===== src/rtl/core/vsc_pkg.sv =====
// ----------------------------------------------------------------------------
// vsc_pkg: version string compare shared definitions
// Byte classes, class-machine states, comparison phases, first-difference
// actions and the per-pair record passed from the front end to the back end.
// ----------------------------------------------------------------------------
`default_nettype none

package vsc_pkg;

	localparam int unsigned QUEUE_DEPTH = 4;

	localparam logic [7:0] CHAR_ZERO = 8'h30;
	localparam logic [7:0] CHAR_NINE = 8'h39;

	typedef enum logic [1:0] {
		BC_OTHER = 2'd0,
		BC_DIGIT = 2'd1,
		BC_ZERO  = 2'd2
	} byte_class_t;

	typedef enum logic [1:0] {
		CS_NORMAL   = 2'd0,
		CS_INTEGER  = 2'd1,
		CS_FRACTION = 2'd2,
		CS_LEADZ    = 2'd3
	} class_state_t;

	typedef enum logic [1:0] {
		PH_IDLE = 2'd0,
		PH_CMP  = 2'd1,
		PH_LEN  = 2'd2
	} phase_t;

	typedef enum logic [1:0] {
		ACT_MINUS = 2'd0,
		ACT_PLUS  = 2'd1,
		ACT_CMP   = 2'd2,
		ACT_LEN   = 2'd3
	} action_t;

	typedef struct packed {
		logic               start;
		logic               a_zero;
		byte_class_t        cls_a;
		byte_class_t        cls_b;
		logic signed [8:0]  diff;
	} pair_info_t;

	function automatic byte_class_t classify(input logic [7:0] c);
		byte_class_t r;
		if (c == CHAR_ZERO) begin
			r = BC_ZERO;
		end else if (c > CHAR_ZERO && c <= CHAR_NINE) begin
			r = BC_DIGIT;
		end else begin
			r = BC_OTHER;
		end
		return r;
	endfunction

	function automatic class_state_t next_class(input class_state_t cs, input byte_class_t bc);
		class_state_t r;
		unique case (bc)
			BC_DIGIT: begin
				unique case (cs)
					CS_NORMAL, CS_INTEGER: r = CS_INTEGER;
					default:               r = CS_FRACTION;
				endcase
			end
			BC_ZERO: begin
				unique case (cs)
					CS_NORMAL: r = CS_LEADZ;
					default:   r = cs;
				endcase
			end
			default: r = CS_NORMAL;
		endcase
		return r;
	endfunction

	function automatic action_t diff_action(input class_state_t cs, input byte_class_t ca,
		input byte_class_t cb);
		action_t r;
		logic    da;
		logic    db;
		da = (ca != BC_OTHER);
		db = (cb != BC_OTHER);
		r  = ACT_CMP;
		unique case (cs)
			CS_NORMAL: begin
				if (ca == BC_DIGIT && cb == BC_DIGIT) begin
					r = ACT_LEN;
				end
			end
			CS_INTEGER: begin
				if (da && db) begin
					r = ACT_LEN;
				end else if (da) begin
					r = ACT_PLUS;
				end else if (db) begin
					r = ACT_MINUS;
				end
			end
			CS_LEADZ: begin
				if (da && !db) begin
					r = ACT_MINUS;
				end else if (!da && db) begin
					r = ACT_PLUS;
				end
			end
			default: r = ACT_CMP;
		endcase
		return r;
	endfunction

endpackage

`default_nettype wire


===== src/rtl/core/vsc_in_if.sv =====
// ----------------------------------------------------------------------------
// vsc_in_if: byte pair channel
// Valid/ready channel carrying one aligned byte pair and the start flag.
// ----------------------------------------------------------------------------
`default_nettype none

interface vsc_in_if;
	logic       valid;
	logic       ready;
	logic [7:0] byte_a;
	logic [7:0] byte_b;
	logic       start_pair;

	modport source(output valid, output byte_a, output byte_b, output start_pair, input ready);
	modport sink(input valid, input byte_a, input byte_b, input start_pair, output ready);
endinterface

`default_nettype wire


===== src/rtl/core/vsc_out_if.sv =====
// ----------------------------------------------------------------------------
// vsc_out_if: comparison result channel
// Valid/ready channel carrying one signed order value per comparison.
// ----------------------------------------------------------------------------
`default_nettype none

interface vsc_out_if;
	logic              valid;
	logic              ready;
	logic signed [8:0] order;

	modport source(output valid, output order, input ready);
	modport sink(input valid, input order, output ready);
endinterface

`default_nettype wire


===== src/rtl/core/vsc_front.sv =====
// ----------------------------------------------------------------------------
// vsc_front: pair classifier
// Accepts byte pairs, classes both bytes, forms the byte difference and
// pushes the record into the pair queue.
// ----------------------------------------------------------------------------
`default_nettype none

module vsc_front
	import vsc_pkg::*;
(
	vsc_in_if.sink      pair_ch,
	input  wire logic   queue_full,
	output logic        push,
	output pair_info_t  push_info
);

	assign pair_ch.ready = !queue_full;
	assign push          = pair_ch.valid && !queue_full;

	always_comb begin
		push_info.start  = pair_ch.start_pair;
		push_info.a_zero = (pair_ch.byte_a == 8'h00);
		push_info.cls_a  = classify(pair_ch.byte_a);
		push_info.cls_b  = classify(pair_ch.byte_b);
		push_info.diff   = $signed({1'b0, pair_ch.byte_a}) - $signed({1'b0, pair_ch.byte_b});
	end

endmodule

`default_nettype wire


===== src/rtl/core/vsc_queue.sv =====
// ----------------------------------------------------------------------------
// vsc_queue: pair queue
// Short FIFO of classified pairs between the front end and the back end.
// ----------------------------------------------------------------------------
`default_nettype none

module vsc_queue
	import vsc_pkg::*;
#(
	parameter int unsigned DEPTH = QUEUE_DEPTH
) (
	input  wire logic        clk,
	input  wire logic        arst_n,
	input  wire logic        push,
	input  wire pair_info_t  push_info,
	output logic             full,
	input  wire logic        pop,
	output pair_info_t       pop_info,
	output logic             not_empty
);

	localparam int unsigned PTR_W = (DEPTH > 1) ? $clog2(DEPTH) : 1;
	localparam int unsigned CNT_W = $clog2(DEPTH + 1);

	pair_info_t         mem_q [DEPTH];
	logic [PTR_W-1:0]   wr_ptr_q;
	logic [PTR_W-1:0]   rd_ptr_q;
	logic [CNT_W-1:0]   count_q;

	function automatic logic [PTR_W-1:0] ptr_inc(input logic [PTR_W-1:0] p);
		logic [PTR_W-1:0] r;
		if (p == PTR_W'(DEPTH - 1)) begin
			r = '0;
		end else begin
			r = p + PTR_W'(1);
		end
		return r;
	endfunction

	assign full      = (count_q == CNT_W'(DEPTH));
	assign not_empty = (count_q != '0);
	assign pop_info  = mem_q[rd_ptr_q];

	always_ff @(posedge clk) begin
		if (push) begin
			mem_q[wr_ptr_q] <= push_info;
		end
	end

	always_ff @(posedge clk or negedge arst_n) begin
		if (!arst_n) begin
			wr_ptr_q <= '0;
			rd_ptr_q <= '0;
			count_q  <= '0;
		end else begin
			if (push) begin
				wr_ptr_q <= ptr_inc(wr_ptr_q);
			end
			if (pop) begin
				rd_ptr_q <= ptr_inc(rd_ptr_q);
			end
			if (push && !pop) begin
				count_q <= count_q + CNT_W'(1);
			end else if (pop && !push) begin
				count_q <= count_q - CNT_W'(1);
			end
		end
	end

`ifndef NO_ASSERTIONS
	a_count_bound: assert property (@(posedge clk) disable iff (!arst_n)
		count_q <= CNT_W'(DEPTH))
		else $error("pair queue count beyond depth");

	a_no_pop_empty: assert property (@(posedge clk) disable iff (!arst_n)
		pop |-> not_empty)
		else $error("pair queue popped while empty");
`endif

endmodule

`default_nettype wire


===== src/rtl/core/vsc_back.sv =====
// ----------------------------------------------------------------------------
// vsc_back: comparison engine
// Runs the class machine and digit-run length phase on queued pairs and
// holds each result in an output register until taken.
// ----------------------------------------------------------------------------
`default_nettype none

module vsc_back
	import vsc_pkg::*;
(
	input  wire logic        clk,
	input  wire logic        arst_n,
	input  wire logic        item_valid,
	input  wire pair_info_t  item,
	output logic             pop,
	vsc_out_if.source        order_ch
);

	phase_t             phase_q;
	phase_t             phase_d;
	class_state_t       class_q;
	class_state_t       class_d;
	logic signed [8:0]  saved_diff_q;
	logic               order_valid_q;
	logic signed [8:0]  order_q;

	phase_t             ph_eff;
	class_state_t       cs_eff;
	action_t            act;
	logic               da;
	logic               db;
	logic               emit;
	logic signed [8:0]  emit_value;
	logic               save_diff;

	assign pop = item_valid && (!order_valid_q || order_ch.ready);

	assign ph_eff = item.start ? PH_CMP : phase_q;
	assign cs_eff = item.start ? CS_NORMAL : class_q;
	assign act    = diff_action(cs_eff, item.cls_a, item.cls_b);
	assign da     = (item.cls_a != BC_OTHER);
	assign db     = (item.cls_b != BC_OTHER);

	// next state
	always_comb begin
		phase_d   = phase_q;
		class_d   = class_q;
		save_diff = 1'b0;
		if (pop) begin
			phase_d = ph_eff;
			class_d = cs_eff;
			unique case (ph_eff)
				PH_CMP: begin
					if (item.diff == '0) begin
						if (item.a_zero) begin
							phase_d = PH_IDLE;
						end else begin
							class_d = next_class(cs_eff, item.cls_a);
						end
					end else if (act == ACT_LEN) begin
						phase_d   = PH_LEN;
						save_diff = 1'b1;
					end else begin
						phase_d = PH_IDLE;
					end
				end
				PH_LEN: begin
					if (!(da && db)) begin
						phase_d = PH_IDLE;
					end
				end
				default: phase_d = PH_IDLE;
			endcase
		end
	end

	// outputs
	always_comb begin
		emit       = 1'b0;
		emit_value = '0;
		unique case (ph_eff)
			PH_CMP: begin
				if (item.diff == '0) begin
					emit = item.a_zero;
				end else begin
					unique case (act)
						ACT_CMP: begin
							emit       = 1'b1;
							emit_value = item.diff;
						end
						ACT_PLUS: begin
							emit       = 1'b1;
							emit_value = 9'sd1;
						end
						ACT_MINUS: begin
							emit       = 1'b1;
							emit_value = -9'sd1;
						end
						default: emit = 1'b0;
					endcase
				end
			end
			PH_LEN: begin
				emit = !(da && db);
				if (da) begin
					emit_value = 9'sd1;
				end else if (db) begin
					emit_value = -9'sd1;
				end else begin
					emit_value = saved_diff_q;
				end
			end
			default: emit = 1'b0;
		endcase
	end

	always_ff @(posedge clk or negedge arst_n) begin
		if (!arst_n) begin
			phase_q       <= PH_IDLE;
			class_q       <= CS_NORMAL;
			saved_diff_q  <= '0;
			order_valid_q <= 1'b0;
		end else begin
			phase_q <= phase_d;
			class_q <= class_d;
			if (save_diff) begin
				saved_diff_q <= item.diff;
			end
			if (pop && emit) begin
				order_valid_q <= 1'b1;
			end else if (order_ch.ready) begin
				order_valid_q <= 1'b0;
			end
		end
	end

	always_ff @(posedge clk) begin
		if (pop && emit) begin
			order_q <= emit_value;
		end
	end

	assign order_ch.valid = order_valid_q;
	assign order_ch.order = order_q;

`ifndef NO_ASSERTIONS
	a_idle_silent: assert property (@(posedge clk) disable iff (!arst_n)
		(pop && !item.start && phase_q == PH_IDLE) |-> !emit)
		else $error("result from a pair outside any comparison");

	a_result_ends: assert property (@(posedge clk) disable iff (!arst_n)
		(pop && emit) |=> (phase_q == PH_IDLE))
		else $error("comparison still running after its result");

	a_len_saved: assert property (@(posedge clk) disable iff (!arst_n)
		(phase_q == PH_LEN) |-> (saved_diff_q != '0))
		else $error("length phase entered without a byte difference");
`endif

endmodule

`default_nettype wire


===== src/rtl/core/version_string_compare_unit.sv =====
// ----------------------------------------------------------------------------
// version_string_compare_unit: version-order string comparator
// Compares two strings fed one aligned byte pair per beat, terminators
// included, and returns one signed order per comparison.
// ----------------------------------------------------------------------------
// pair_ch carries byte_a, byte_b and start_pair; a beat with start_pair set
// opens a new comparison and drops any running one without a result. Beats
// outside a comparison are taken and ignored.
// order_ch carries one beat per finished comparison: negative if the first
// string sorts before the second, zero if equal, positive if after.
// Throughput is one pair per cycle unless the receiver stalls a held beat:
// the classifier pushes into a queue of QUEUE_DEPTH entries and the engine
// drains one entry per cycle. A pair that decides a comparison passes the
// queue register and then the output register on its way to order_ch.
// Reset clears the queue, the engine state and the output valid; the block
// takes pairs from the first cycle after reset.
// When the receiver stalls, the output register holds its beat, the engine
// halts and the queue fills; pair_ch.ready drops once the queue is full.
// ----------------------------------------------------------------------------
`default_nettype none

module version_string_compare_unit
	import vsc_pkg::*;
#(
	parameter int unsigned QUEUE_DEPTH_P = QUEUE_DEPTH
) (
	input  wire logic   clk,
	input  wire logic   arst_n,
	vsc_in_if.sink      pair_ch,
	vsc_out_if.source   order_ch
);

	logic        push;
	pair_info_t  push_info;
	logic        queue_full;
	logic        pop;
	pair_info_t  pop_info;
	logic        queue_not_empty;

	vsc_front u_front (
		.pair_ch    (pair_ch),
		.queue_full (queue_full),
		.push       (push),
		.push_info  (push_info)
	);

	vsc_queue #(
		.DEPTH (QUEUE_DEPTH_P)
	) u_queue (
		.clk       (clk),
		.arst_n    (arst_n),
		.push      (push),
		.push_info (push_info),
		.full      (queue_full),
		.pop       (pop),
		.pop_info  (pop_info),
		.not_empty (queue_not_empty)
	);

	vsc_back u_back (
		.clk        (clk),
		.arst_n     (arst_n),
		.item_valid (queue_not_empty),
		.item       (pop_info),
		.pop        (pop),
		.order_ch   (order_ch)
	);

endmodule

`default_nettype wire


===== src/flat_wrapper.sv =====
// flat-port wrapper written by rule: the top's interface ports become plain ports
module version_string_compare_unit_flat import vsc_pkg::*;
#(
	parameter int unsigned QUEUE_DEPTH_P = QUEUE_DEPTH
)
  (clk, arst_n, pair_ch_valid, pair_ch_byte_a, pair_ch_byte_b, pair_ch_start_pair, pair_ch_ready, order_ch_valid, order_ch_order, order_ch_ready);
  vsc_in_if pair_ch_i ();
  vsc_out_if order_ch_i ();
  input  wire logic clk;
  input  wire logic arst_n;
  input wire logic [$bits(pair_ch_i.valid)-1:0] pair_ch_valid;
  input wire logic [$bits(pair_ch_i.byte_a)-1:0] pair_ch_byte_a;
  input wire logic [$bits(pair_ch_i.byte_b)-1:0] pair_ch_byte_b;
  input wire logic [$bits(pair_ch_i.start_pair)-1:0] pair_ch_start_pair;
  output wire logic [$bits(pair_ch_i.ready)-1:0] pair_ch_ready;
  output wire logic [$bits(order_ch_i.valid)-1:0] order_ch_valid;
  output wire logic [$bits(order_ch_i.order)-1:0] order_ch_order;
  input wire logic [$bits(order_ch_i.ready)-1:0] order_ch_ready;
  assign pair_ch_i.valid = pair_ch_valid;
  assign pair_ch_i.byte_a = pair_ch_byte_a;
  assign pair_ch_i.byte_b = pair_ch_byte_b;
  assign pair_ch_i.start_pair = pair_ch_start_pair;
  assign pair_ch_ready = pair_ch_i.ready;
  assign order_ch_valid = order_ch_i.valid;
  assign order_ch_order = order_ch_i.order;
  assign order_ch_i.ready = order_ch_ready;
  version_string_compare_unit #(.QUEUE_DEPTH_P(QUEUE_DEPTH_P)) u_core (.clk(clk), .arst_n(arst_n), .pair_ch(pair_ch_i), .order_ch(order_ch_i));
endmodule

===== config.mk =====
export PLATFORM = sky130hd
export DESIGN_NAME = version_string_compare_unit_flat
export DESIGN_NICKNAME = d
export VERILOG_FILES = /design/src/rtl/core/vsc_pkg.sv /design/src/rtl/core/vsc_in_if.sv /design/src/rtl/core/vsc_out_if.sv /design/src/rtl/core/vsc_front.sv /design/src/rtl/core/vsc_queue.sv /design/src/rtl/core/vsc_back.sv /design/src/rtl/core/version_string_compare_unit.sv /design/src/flat_wrapper.sv
export SDC_FILE = /design/constraint.sdc
export NUM_CORES = 1
export LEC_CHECK = 0
export ABC_AREA = 1
export CAP_MARGIN = 25
export CORE_MARGIN = 10
export CORE_UTILIZATION = 45
export CTS_BUF_LIST = sky130_fd_sc_hd__clkbuf_8
export DETAILED_ROUTE_END_ITERATION = 7
export DONT_BUFFER_PORTS = 1
export PLACE_DENSITY_LB_ADDON = 0.2
export SLEW_MARGIN = 20
export SYNTH_ARGS = -nofsm -noshare
export SYNTH_HDL_FRONTEND = slang
export SYNTH_SLANG_ARGS = --single-unit
export TNS_END_PERCENT = 50

===== constraint.sdc =====
create_clock -name clk -period 3.7 [get_ports clk]
set_input_delay 0.555 -clock clk [delete_from_list [all_inputs] [get_ports clk]]
set_output_delay 0.555 -clock clk [all_outputs]
set_load 0.005 [all_outputs]

==> impl_metrics.yaml <==
outcome:
  status: "completed"
placement:
  dpl_cell_area_mm2: 0.004643
  dp_hpwl_um: 6071
  io_buffers: 0
  pre_cts_slack_ps: 744.2
  dp_cells: 579
  place_congestion: 0.8134
floorplan:
  chipWidth_um: 120.1
  initial_core_util_pct: 46.17
  dieArea_mm2: 0.01443
  core_mm2: 0.009774
  io_pins: 32
  die_h_um: 120.1
  rows: 36
clocking:
  h-tree-depth: 3
  cts_buffers: 9
  clock_sinks: 90
  clk_pin_slew_ps: 90
  clock_latency_ps: 370
  clockBufferDepth: 2
  cts_tree: "built"
  cts_resized: 0
  clockRootBuffer: "clkbuf_8"
routing:
  drt_wl_total_um: 8497
  via_per_inst: 4.914
  drc_errors: 0
  ant_nets: 0
  drt_first_pass_iters: 4
  drt_iter0_markers: 188
  vias: 2929
  wl_per_cell_um: 14.26
pwr:
  vdd_drop_max_uv: 284.5
  p_leak_nw: 2.046
  powerDensity_mw_per_mm2: 774.1
  finalPower_mw: 3.752
sta:
  finalSetupTns_ps: 0
  max_freq_ghz: 0.3374
  setup_viol: 0
  fin_skew_ps: 8.132
  final_hold_viol_count: 0
  final_max_slew_viol_count: 0
  setup_ws_ps: 736.5
  rsz0062_at_grt: "false"
  slew_headroom_pct: 41.86
  period_minus_slack_ps: 2963
  fin_crit_sh_pct: 80.09
  worst_pin_slew_ps: 871.2
synthesis:
  synthAdderAreaFrac_pct: 6.709
  synthArstFlopShare_pct: 23.33
  synth_compound_area_share_pct: 8.511
  synth_top_family_by_area: "simple AND/OR/NAND/NOR gates"
  synth_nets: 497
  synthMostInstantiatedCell: "nand2_1"
  yosysWarnings: 0
  synthDistinctLibCells: 38
  muxShareOfSynthArea_pct: 0
  synth.top_cell.area_share_pct: 45.91
  synth_top_cell_by_area: "edfxtp_1"
  synth-simple-area-share_pct: 20.07
  syn_area_mm2: 0.004513
  avgSynthCellArea_um2: 9.963
  synthTopCellsByArea: "edfxtp_1 (46%), dfrtp_1 (12%), nand2_1 (11%), ha_1 (5.8%), inv_1 (3.8%)"
  ys_seq_area_share_pct: 57.55
  synthXorXnorAreaFrac_pct: 1.358
  syn_inst: 453
  ys.flop_type: "edfxtp_1"
  synthTopCellsByCount: "nand2_1 (136), edfxtp_1 (69), inv_1 (46)"
  synth_edf_count: 69
  synth_seq_cells: 90
min_path:
  hp-class: "input port to async pin"
final_layout:
  finalInstanceArea_mm2: 0.004847
  syn2layout_area_growth_pct: 7.402
  layout-drive-gt1-share_pct: 10.80
  stdcell_count: 596
  antenna_cells: 0
  nNetsFinal: 502
setup_path:
  path_delay_family: "buffers and inverters"
  crit_chain: "inv_2, nand2_1, a32oi_1, inv_1, ha_1, ha_1, nor2_2, inv_2, nand3_1, nand2_1, nand2_1, nand2_1, inv_1"
  slowest_delay_ps: 400
  critPathSlowestCell: "dfrtp_1"
  critPathKind: "flop to flop"
  cp_max_fo: 31
  critPathLaunchType: "flop"
  cp-end-kind: "flop"
  path_buf_inv: 4
  path_common_cell: "nand2_1"
  crit_required_ps: 3740
  cp_data_arrival_time_ps: 3010
global_route:
  grt_pass1_wl_um: 14320
  grt_max_degree: 33
  grt_pass1_vias: 2901
  grt-ovfl-total: 0
  grt_antenna_before_repair: 0
  gr-usage-all-layers_pct: 12.41
run:
  max_cap_violations: 0
## flip-flops by register name, summed over array words and instances (netlist names)
name                          flops
u_core.u_back.class_q             2
u_core.u_back.order_ch.order      9
u_core.u_back.order_ch.valid      1
u_core.u_back.phase_q             2
u_core.u_back.saved_diff_q        9
u_core.u_queue.count_q            3
u_core.u_queue.mem_q             60
u_core.u_queue.rd_ptr_q           2
u_core.u_queue.wr_ptr_q           2
## metal layers
metal	vias to the layer above	part of all wire, %	track usage (%)
met1	1331	45	15.37
met2	60	48	20.39
met3	11	5.1	2.485
li1	1527	-	-
met4	0	2.1	5.882
met5	-	0	0
## area by class of cell
cell class,count,area (um^2)
fillers,891,4927
flip-flops and latches,90,2597
multi-input cells,301,1662
inverters,52,195.2
well taps,133,166.4
clock buffers,9,123.9
clock inverters,7,75.07
repair buffers,4,27.53
## path summary, 6_finish.rpt
check,startpoint,cells after the start,slack (ps),endpoint
max,u_core.u_queue.rd_ptr_q[0],13,740,u_core.u_back.order_ch.order[2]
min,arst_n,1,150,u_core.u_back.order_ch.valid
max in group asynchronous,arst_n,1,3200,u_core.u_back.saved_diff_q[8]
min in group clk,pair_ch_start_pair,0,280,u_core.u_queue.mem_q[1][14]
min reg2reg,u_core.u_back.saved_diff_q[8],2,490,u_core.u_back.saved_diff_q[8]
max reg2reg,u_core.u_queue.rd_ptr_q[0],13,740,u_core.u_back.order_ch.order[2]
## report_power, final
part           leakage [nW]  total (mW)  switching, mW  internal (mW)
Combinational          1.05        1.52           1.06          0.466
Sequential            0.899        1.55          0.110           1.44
Clock                0.0943       0.675          0.358          0.317
Total                  2.05        3.75           1.53           2.23
## logic make-up after synthesis
kind of cell / count (synthesis)
and+or+nand+nor: 208
DFF: 90
AOI/OAI and AO/OA: 63
buffers and inverters: 62
adders and majority gates: 23
xor gates and xnor gates: 7
## metrics by stage
stage,util [%],hold slack (ps)
after CTS,49.64,264.0
after floorplan,-,259.4
after detailed placement,47.50,260.6
after global placement,47.50,260.6
final,49.59,146.4
after global routing,49.59,195.7
## repair_timing
item / in CTS / in global routing
hold endpoints to repair: 21 / 0
buffers inserted: 0 / 0
hold buffers: 1 / 0
## placed cells by master (no fill, tap or decap), types with 2 or more instances in the layout
| cell type | n |
|---|---|
| o21ai_1 | 3 |
| nor2_2 | 5 |
| xor2_1 | 5 |
| inv_1 | 46 |
| fa_1 | 2 |
| inv_6 | 3 |
| nor2_1 | 17 |
| a32oi_1 | 2 |
| inv_2 | 5 |
| buf_4 | 3 |
| nand2_1 | 136 |
| dfrtp_1 | 21 |
| ha_1 | 21 |
| nand3_2 | 3 |
| o21ai_0 | 24 |
| nand2_2 | 3 |
| a21oi_1 | 20 |
| o21ai_2 | 9 |
| xnor2_1 | 2 |
| nand3_1 | 32 |
| clkinv_1 | 2 |
| clkinvlp_4 | 2 |
| edfxtp_1 | 69 |
| clkbuf_8 | 9 |
| nand4_1 | 3 |
| nor4_1 | 2 |
(Power assumes the default switching activity.)
